==> config.mk <==
export PLATFORM = sky130hd
export DESIGN_NAME = modular_exponentiation
export DESIGN_NICKNAME = d
export VERILOG_FILES = /design/src/rtl/mexp_pkg.sv /design/src/rtl/mexp_modmul.sv /design/src/rtl/modular_exponentiation.sv
export SDC_FILE = /design/constraint.sdc
export NUM_CORES = 2
export LEC_CHECK = 0
export BUFFER_PORTS_ARGS = -buffer_cell sky130_fd_sc_hd__buf_2
export CORE_AREA = 2 2 396 398
export CTS_CLUSTER_SIZE = 24
export DETAILED_ROUTE_END_ITERATION = 8
export DIE_AREA = 0 0 398 400
export PLACE_DENSITY = 0.45
export SYNTH_ARGS = -nofsm -noshare
export SYNTH_HDL_FRONTEND = slang
export SYNTH_SLANG_ARGS = --single-unit
==> constraint.sdc <==
create_clock -name clk -period 10.4 [get_ports clk]
set_input_delay 0.52 -clock clk [delete_from_list [all_inputs] [get_ports clk]]
set_output_delay 0.52 -clock clk [all_outputs]
set_load 0.02 [all_outputs]
==> src/rtl/mexp_pkg.sv <==
// ============================================================================
// mexp_pkg: shared types for the modular exponentiation block
// Holds the data width, the status word of the modular multiply unit, the
// sequencer state type and the configuration port's register index codes.
// ============================================================================
`default_nettype none

package mexp_pkg;

  // Width of every data port of the block.
  localparam int DATA_BITS = 64;

  // Register index codes, taken from paddr[3].
  localparam logic REG_MODULUS  = 1'b0;
  localparam logic REG_EXPONENT = 1'b1;

  // Status of the shared modular multiply unit.
  typedef struct packed {
    logic busy;
    logic done;
  } mm_sts_t;

  // Sequencer states, one-hot.
  typedef enum logic [3:0] {
    ST_IDLE   = 4'b0001,
    ST_REDUCE = 4'b0010,
    ST_MULT   = 4'b0100,
    ST_SQUARE = 4'b1000
  } state_t;

endpackage : mexp_pkg

`default_nettype wire

==> src/rtl/mexp_modmul.sv <==
// ============================================================================
// mexp_modmul: bit-serial modular multiplier
// Forms (a * b) mod m by double-and-add, one multiplier bit per cycle,
// most significant bit first. Also serves as a reducer with a = 1.
// ============================================================================
`default_nettype none

module mexp_modmul #(
  parameter int WIDTH = 64
) (
  input  wire logic             clk,
  input  wire logic             rst_n,
  input  wire logic             go,
  input  wire logic [WIDTH-1:0] a,
  input  wire logic [WIDTH-1:0] b,
  input  wire logic [WIDTH-1:0] m,
  output logic      [WIDTH-1:0] result,
  output mexp_pkg::mm_sts_t     sts
);

  localparam int CW = $clog2(WIDTH);

  logic [WIDTH-1:0] acc_r, acc_nxt;
  logic [WIDTH-1:0] a_r, a_nxt;
  logic [WIDTH-1:0] m_r, m_nxt;
  logic [WIDTH-1:0] bsh_r, bsh_nxt;
  logic [CW-1:0]    cnt_r, cnt_nxt;
  logic             busy_r, busy_nxt;
  logic             done_r, done_nxt;
  logic [WIDTH-1:0] dbl;
  logic [WIDTH-1:0] step;

  // (x + y) mod mm for x and y both below mm, without leaving the word.
  function automatic logic [WIDTH-1:0] add_mod(input logic [WIDTH-1:0] x,
                                               input logic [WIDTH-1:0] y,
                                               input logic [WIDTH-1:0] mm);
    logic [WIDTH-1:0] gap;
    begin
      gap = mm - y;
      if (x >= gap) add_mod = x - gap;
      else          add_mod = x + y;
    end
  endfunction

  always_comb begin
    dbl  = add_mod(acc_r, acc_r, m_r);
    step = bsh_r[WIDTH-1] ? add_mod(dbl, a_r, m_r) : dbl;
  end

  always_comb begin
    acc_nxt  = acc_r;
    a_nxt    = a_r;
    m_nxt    = m_r;
    bsh_nxt  = bsh_r;
    cnt_nxt  = cnt_r;
    busy_nxt = busy_r;
    done_nxt = 1'b0;
    if (go) begin
      acc_nxt  = '0;
      a_nxt    = a;
      m_nxt    = m;
      bsh_nxt  = b;
      cnt_nxt  = CW'(WIDTH - 1);
      busy_nxt = 1'b1;
    end else if (busy_r) begin
      acc_nxt = step;
      bsh_nxt = {bsh_r[WIDTH-2:0], 1'b0};
      cnt_nxt = cnt_r - 1'b1;
      if (cnt_r == '0) begin
        busy_nxt = 1'b0;
        done_nxt = 1'b1;
      end
    end
  end

  always_ff @(posedge clk) begin
    if (!rst_n) begin
      busy_r <= 1'b0;
      done_r <= 1'b0;
      cnt_r  <= '0;
    end else begin
      busy_r <= busy_nxt;
      done_r <= done_nxt;
      cnt_r  <= cnt_nxt;
    end
  end

  always_ff @(posedge clk) begin
    acc_r <= acc_nxt;
    a_r   <= a_nxt;
    m_r   <= m_nxt;
    bsh_r <= bsh_nxt;
  end

  assign result   = acc_r;
  assign sts.busy = busy_r;
  assign sts.done = done_r;

endmodule : mexp_modmul

`default_nettype wire

==> src/rtl/modular_exponentiation.sv <==
// ============================================================================
// modular_exponentiation: base ^ exponent mod modulus, square and multiply
// A small sequencer drives one bit-serial modular multiplier to reduce the
// base and then scan the exponent from its least significant bit upward.
// ============================================================================
// Each word costs a reduction of the base, a squaring for each exponent bit up
// to its highest one bit and a multiply for each one bit, all on the multiplier.
// A new word is taken only once the last result is out; busy drops as the strobe
// rises, and out_valid is high one cycle per result since the receiver cannot
// stall. Reset is synchronous, active low, and sets modulus to 1, exponent to 0.
`default_nettype none

module modular_exponentiation #(
  parameter int WORD_BITS = 64
) (
  input  wire logic                           clk,
  input  wire logic                           rst_n,
  // Input channel.
  input  wire logic                           start,
  output logic                                busy,
  input  wire logic [mexp_pkg::DATA_BITS-1:0] in_base_value,
  // Result channel.
  output logic                                out_valid,
  output logic      [mexp_pkg::DATA_BITS-1:0] out_power_residue,
  // Configuration port, APB style.
  input  wire logic                           psel,
  input  wire logic                           penable,
  input  wire logic                           pwrite,
  input  wire logic [3:0]                     paddr,
  input  wire logic [mexp_pkg::DATA_BITS-1:0] pwdata,
  output logic      [mexp_pkg::DATA_BITS-1:0] prdata,
  output logic                                pready
);

  localparam int W = WORD_BITS;

  // Configuration registers. Writes keep only the low WORD_BITS bits, and a
  // modulus write that is zero in those bits leaves the modulus untouched.
  logic [W-1:0] modulus_r, modulus_nxt;
  logic [W-1:0] exponent_r, exponent_nxt;
  logic         wr_en;
  logic [W-1:0] wr_val;

  assign pready = 1'b1;
  assign wr_en  = psel & penable & pwrite & pready;
  assign wr_val = pwdata[W-1:0];

  always_comb begin
    modulus_nxt  = modulus_r;
    exponent_nxt = exponent_r;
    if (wr_en) begin
      case (paddr[3])
        mexp_pkg::REG_MODULUS: begin
          if (wr_val != '0) modulus_nxt = wr_val;
        end
        mexp_pkg::REG_EXPONENT: begin
          exponent_nxt = wr_val;
        end
        default: begin
          modulus_nxt = modulus_r;
        end
      endcase
    end
  end

  always_comb begin
    case (paddr[3])
      mexp_pkg::REG_MODULUS:  prdata = mexp_pkg::DATA_BITS'(modulus_r);
      mexp_pkg::REG_EXPONENT: prdata = mexp_pkg::DATA_BITS'(exponent_r);
      default:                prdata = '0;
    endcase
  end

  // Sequencer state and the working values of one item: the reduced and
  // repeatedly squared base, the running result and the remaining exponent.
  mexp_pkg::state_t  state_r, state_nxt;
  logic [W-1:0]      base_r, base_nxt;
  logic [W-1:0]      bv_r, bv_nxt;
  logic [W-1:0]      res_r, res_nxt;
  logic [W-1:0]      e_r, e_nxt;
  logic [W-1:0]      e_dec;
  logic              go_r, go_nxt;
  logic              ov_r, ov_nxt;
  logic [W-1:0]      ores_r, ores_nxt;

  // Shared multiplier.
  logic [W-1:0]      mm_a;
  logic [W-1:0]      mm_b;
  logic [W-1:0]      mm_res;
  mexp_pkg::mm_sts_t mm_sts;

  // Operands follow the state; they are steady for the whole multiply since
  // the registers feeding them change only when the unit reports done.
  always_comb begin
    case (state_r)
      mexp_pkg::ST_REDUCE: begin
        mm_a = W'(1);
        mm_b = base_r;
      end
      mexp_pkg::ST_MULT: begin
        mm_a = res_r;
        mm_b = bv_r;
      end
      default: begin
        mm_a = bv_r;
        mm_b = bv_r;
      end
    endcase
  end

  // After a squaring the exponent moves down one bit before the next check.
  assign e_dec = (state_r == mexp_pkg::ST_SQUARE) ? (e_r >> 1) : e_r;

  always_comb begin
    state_nxt = state_r;
    base_nxt  = base_r;
    bv_nxt    = bv_r;
    res_nxt   = res_r;
    e_nxt     = e_r;
    go_nxt    = 1'b0;
    ov_nxt    = 1'b0;
    ores_nxt  = ores_r;
    case (state_r)
      mexp_pkg::ST_IDLE: begin
        if (start) begin
          base_nxt  = in_base_value[W-1:0];
          e_nxt     = exponent_r;
          res_nxt   = W'(1);
          go_nxt    = 1'b1;
          state_nxt = mexp_pkg::ST_REDUCE;
        end
      end
      mexp_pkg::ST_MULT: begin
        if (mm_sts.done) begin
          res_nxt   = mm_res;
          go_nxt    = 1'b1;
          state_nxt = mexp_pkg::ST_SQUARE;
        end
      end
      mexp_pkg::ST_REDUCE, mexp_pkg::ST_SQUARE: begin
        // Both store the new base, then look at the next exponent bit.
        if (mm_sts.done) begin
          bv_nxt = mm_res;
          e_nxt  = e_dec;
          if (e_dec == '0) begin
            ov_nxt    = 1'b1;
            ores_nxt  = res_r;
            state_nxt = mexp_pkg::ST_IDLE;
          end else if (e_dec[0]) begin
            go_nxt    = 1'b1;
            state_nxt = mexp_pkg::ST_MULT;
          end else begin
            go_nxt    = 1'b1;
            state_nxt = mexp_pkg::ST_SQUARE;
          end
        end
      end
      default: begin
        state_nxt = mexp_pkg::ST_IDLE;
      end
    endcase
  end

  always_ff @(posedge clk) begin
    if (!rst_n) begin
      modulus_r  <= W'(1);
      exponent_r <= '0;
      state_r    <= mexp_pkg::ST_IDLE;
      go_r       <= 1'b0;
      ov_r       <= 1'b0;
    end else begin
      modulus_r  <= modulus_nxt;
      exponent_r <= exponent_nxt;
      state_r    <= state_nxt;
      go_r       <= go_nxt;
      ov_r       <= ov_nxt;
    end
  end

  always_ff @(posedge clk) begin
    base_r <= base_nxt;
    bv_r   <= bv_nxt;
    res_r  <= res_nxt;
    e_r    <= e_nxt;
    ores_r <= ores_nxt;
  end

  mexp_modmul #(
    .WIDTH (W)
  ) u_modmul (
    .clk    (clk),
    .rst_n  (rst_n),
    .go     (go_r),
    .a      (mm_a),
    .b      (mm_b),
    .m      (modulus_r),
    .result (mm_res),
    .sts    (mm_sts)
  );

  assign busy              = (state_r != mexp_pkg::ST_IDLE);
  assign out_valid         = ov_r;
  assign out_power_residue = mexp_pkg::DATA_BITS'(ores_r);

endmodule : modular_exponentiation

`default_nettype wire

After elaboration in Yosys (flattened, before gate mapping)
Cells that the tools add are included.

Bits of input ports: 138. Register bits after elaboration: 718.

Bitwise gates (word level): 5. Reduce and logical (&&, ||, !) cells: 17. $add $sub $neg: 7. Muxes and demuxes: 33. Equal/unequal tests: 8. Order comparisons: 2.

Operator list (count): 64-bit two-way mux (11); 64-bit case mux with 2 select lines (4); 64-bit subtractor (4); 64-bit adder (2); 64-bit >= comparator (2); 64-bit zero test (1); 64-bit nonzero test (1); 4-bit two-way mux (5); 3-bit AND reduction (6); 6-bit two-way mux (2); 4-bit case mux with 3 select lines (1); 1-bit two-way mux (9); 6-bit zero test (1); 2-bit AND reduction (3); 2-bit nonzero test (3); 6-bit by 1-bit subtractor with 6-bit output, second input constant (1); 4-bit by 1-bit equality test with 1-bit output, second input constant (1); 4-bit by 2-bit equality test with 1-bit output, second input constant (1); 4-bit by 3-bit equality test with 1-bit output, second input constant (1); 4-bit equality test, second input constant (1); 2-bit by 1-bit != test with 1-bit output, second input constant (2); 4-bit by 1-bit != test with 1-bit output, second input constant (1); 1-bit NOT (3); 1-bit case mux with 3 select lines (1); other kinds (4) (5).

Depth between registers and ports, before layout
Word-level depth: 6. Depth in mapped cells: 55. Mapped depth without buffers: 50.

Cells and area by module
From an unflattened synthesis, not the netlist that was laid out.

Cell total of the unflattened synthesis: 5300. Area total of the unflattened synthesis: 47649.4 um^2.

Modules (own cells, without submodules): mexp_modmul (instances 1, sequential area each 7206.9 um^2, area an instance 28901.5 um^2, cells each 3557); modular_exponentiation (instances 1, sequential area each 12291.8 um^2, area an instance 18748.0 um^2, cells each 1743).

Least setup slack after synthesis
OpenSTA, ideal clock, no wires.

Kind: register to register. From: register u_modmul.acc_r[19], in the netlist u_modmul.result[19]. To: register u_modmul.acc_r[63], in the netlist u_modmul.result[63]. Slack: -141 ps. Data arrival time: 10402 ps. Path buffers: 5. Stages on the path, launching flop included: 49. Clock period less this slack: 10541 ps. Path through: dfxtp_1 > inv_1 > ha_1 > a21oi_1 > o21bai_1 > a21o_1 > a31o_1 > a21oi_1 > nor2_1 > o2111a_1 > a2111oi_0 > o41ai_1 > a211oi_1 > o21ai_1 > a21oi_1 > or3_1 > a21oi_1 > and4_1 > [13 not listed] > clkbuf_1 > buf_1 > o21ai_0 > ha_1 > clkbuf_1 > nand2_1 > or4_1 > or3_1 > o21bai_1 > o211ai_1 > a41oi_1 > o31ai_1 > a31oi_1 > o31ai_1 > a21oi_1 > xor2_1 > a21oi_1 > o221ai_1.

Word-level cells in the longest chain between the ends: 6.

RTL lines: from (decl) (RTL line mexp_modmul.sv:23) `logic [WIDTH-1:0] acc_r, acc_nxt;`; from (signal assigned) (RTL line mexp_modmul.sv:89) `acc_r <= acc_nxt;`; 64-bit subtractor (RTL line mexp_modmul.sv:39) `gap = mm - y;`; 64-bit subtractor / 64-bit >= comparator (equally long branches) (RTL line mexp_modmul.sv:40) `if (x >= gap) add_mod = x - gap;`; 64-bit two-way mux (*) (RTL line mexp_modmul.sv:40); 64-bit adder (tied with other cells) (RTL line mexp_modmul.sv:41) `else add_mod = x + y;`; 64-bit two-way mux (RTL line mexp_modmul.sv:40); 64-bit two-way mux (*) (RTL line mexp_modmul.sv:47) `step = bsh_r[WIDTH-1] ? add_mod(dbl, a_r, m_r) : dbl;`.

Every way passes the cells marked *; elsewhere a longest branch is shown, timed or not. A chain may end at the register's enable or synchronous reset.

Worst setup path after layout
From: register u_modmul.m_r[0]. To: register u_modmul.acc_r[61], in the netlist u_modmul.result[61].

Word-level cells in the longest chain between the ends: 6.

RTL lines: from (decl) (RTL line mexp_modmul.sv:25) `logic [WIDTH-1:0] m_r, m_nxt;`; from (signal assigned) (RTL line mexp_modmul.sv:91) `m_r <= m_nxt;`; 64-bit subtractor (RTL line mexp_modmul.sv:39); 64-bit subtractor / 64-bit >= comparator (equally long branches) (RTL line mexp_modmul.sv:40); 64-bit two-way mux (RTL line mexp_modmul.sv:40); 64-bit adder (tied with other cells) (RTL line mexp_modmul.sv:41); 64-bit two-way mux (RTL line mexp_modmul.sv:40); 64-bit two-way mux (*) (RTL line mexp_modmul.sv:47).

Marked as above.

==> results.ini <==
[outcome]
status = finished, final reports clean

[logic_synthesis]
ys_top_cells_by_area = edfxtp_1, dfxtp_1, ha_1, nand2_1, a21oi_1
synth_top_area_cell = edfxtp_1
synth_warnings = 0
synth_ff_type = edfxtp_1
ys_async_sr_fraction_pct = 0
synth_edf_count = 512
netlist.area_leader.share_pct = 33.2
yosysSeqAreaShare_pct = 42.1
yosys.cell_types.count = 95
synthCells = 5127
synth_area_mm2 = 0.0463
syn_avg_cell_area_um2 = 9.04
synth_seq_cells = 718
syn_nets = 5568

[timing]
fmax_ghz = 0.0996
rsz0062_at_grt = yes
finalSetupViolations = 0
fin_crit_ps = 10040
relSlewSlack_pct = 27.8
drv_slew = 0
holdWs_ps = 93.6
skew_ps = 36.5
final_hold_viol_count = 0
post-route-period-util_pct = 96.6
max_slew.worst_pin.slew_ps = 1070

[grt]
antenna_found_initial = 7
first_global_vias = 40700
grt-ovfl-total = 0
grt_pass1_wl_mm = 275
grt_max_degree = 90
grt_use_total_pct = 23.4

[critical_path]
critPathKind = reg2reg
slowest_stage = or4_4
critPathTopFamily = compound AO/OA/AOI/OAI gates
path_common_cell = buf_4
crit_path_end_kind = register
reg2reg_depth = 53
critPathLaunchType = register
critPathBufInv = 11
arrival_ps = 10700
crit_required_ps = 11050
worst-path-max-fanout = 5
crit_path_start = u_modmul.m_r[0]
crit_path_max_incr_delay_ps = 550
timing.rr.start = u_modmul.m_r[0]
cp.depth = 53

[floorplan]
core_area_mm2 = 0.155
design.die.area_mm2 = 0.159
initial_core_util_pct = 29.9
die_w_um = 398
io_pins = 269
rows = 145
die_h_um = 400

[job]
cap_viol_max_count = 0

[clocking]
clock_sinks = 718
clock_tree.buffer_depth = 3
cts.clk_slew.worst_paths_ps = 70
clock_latency_ps = 700
cts_made_buffers = 86
htree_levels = 3
root_buffer = clkbuf_16
cts_tree = built

[finish]
area_growth_pct = 32.4
drive_above_1_share_pct = 25.6
fin_nets = 6693
fill_cells = 15700

[drt]
drt-wirelength-per-cell_um = 23.1
ant_nets = 0
vias = 43100
vias_per_cell = 5.14
drt_iter0_markers = 3731
firstDrtPassIters = 7
wl_mm = 193
drc = 0

[placement]
place_hpwl_mm = 151
io_buffers = 264
gp_congestion = 0.973

[min_path]
holdPathStages = 2
hp-class = in2reg
min_from = rst_n

cells by family after synthesis:
family                     synth area share (%)
AOI/OAI and AO/OA                          20.0
xor gates and xnor gates                   6.05
adders and majority gates                  8.62
buffers and inverters                      3.80
DFF                                        42.1
muxes                                      3.35
other                                   0.00809
and+or+nand+nor                            16.1
layer usage:
| layer | up-vias | wire length (µm) | track usage, % |
|---|---|---|---|
| met5 | - | 64 | 0 |
| met4 | 10 | 4720 | 6.34 |
| met3 | 181 | 13000 | 3.48 |
| met2 | 1365 | 75600 | 32.0 |
| met1 | 20600 | 99900 | 37.3 |
| li1 | 20900 | - | - |
worst paths after layout:
check	end	slack, ps
worst max-delay path	u_modmul.result[61]	360
worst min-delay path	state_r[0]	90
worst min register to register	out_power_residue[7]	450
worst max register to register	u_modmul.result[61]	360
timing repair:
| action | 4_1_cts | 5_1_grt |
|---|---|---|
| cloned | 2 | 2 |
| endpoints found under the setup margin | 64 | 64 |
| pin swaps | 25 | 87 |
| setup buffers | 13 | 31 |
| gates resized for setup | 77 | 172 |
| hold buffers | 64 | 0 |
| hold endpoints to repair | 64 | 0 |
sequential cells by signal (all words and copies together), names as in the netlist:
name,cells
modulus_r,64
u_modmul.busy_r,1
go_r,1
bv_r,64
u_modmul.a_r,64
exponent_r,64
e_r,64
out_valid,1
state_r,4
res_r,64
base_r,64
u_modmul.result,64
u_modmul.m_r,64
u_modmul.cnt_r,6
u_modmul.done_r,1
out_power_residue,64
u_modmul.bsh_r,64
metrics by stage:
stage / area (µm²) / std cells / TNS, ps / setup WS, ps / util, %
floorplan: 46300 / 5127 / 0 / 4.75 / -
global placement: 56300 / 8116 / -67630 / -1260 / 36.3
detailed placement: 56300 / 8116 / -68200 / -1260 / 36.3
CTS: 60300 / 8353 / 0 / 3.12 / 38.9
global route: 61300 / 8381 / -394 / -53.1 / 39.5
finish: 61400 / 8383 / 0 / 358 / 39.6
cells in the mapped netlist, types with 57 or more instances:
library cell,instances
nand2_1,758
a21o_1,199
xor2_1,147
dfxtp_1,206
xnor2_1,173
inv_1,216
a21oi_1,446
edfxtp_1,512
a31oi_1,168
ha_1,300
mux2i_1,82
nor2_1,509
o21ai_0,253
mux2_2,65
clkbuf_1,189
nand4_1,67
nand3_1,57
placed cells by master (no fill, tap or decap), types with 53 or more instances in the layout:
cell type / n
o21bai_1: 53
a21oi_1: 406
dfxtp_1: 204
nand3_1: 54
mux2i_1: 80
buf_4: 908
ha_1: 292
nand2_1: 746
a31oi_1: 164
dlygate4sd3_1: 64
nand4_1: 67
nor2_1: 498
xor2_1: 145
mux2_2: 65
edfxtp_1: 512
xnor2_1: 168
inv_1: 210
a21o_1: 198
buf_2: 263
o21ai_0: 227
clkbuf_16: 92
cell type report:
class | instances | area (µm²) | share of cell area, %
well taps | 2058 | 2570 | 4.20
inverters | 218 | 822 | 1.34
clock inverters | 39 | 433 | 0.706
diodes | 2 | 5.00 | 0.00816
flip-flops and latches | 718 | 19500 | 31.8
clock buffers | 120 | 2450 | 4.00
multi-input cells | 3956 | 26200 | 42.6
repair buffers | 1272 | 9400 | 15.3
Power is left out: the tool's default activity adds up to more than one toggle a clock period on the data nets, which glitch-free logic cannot reach.
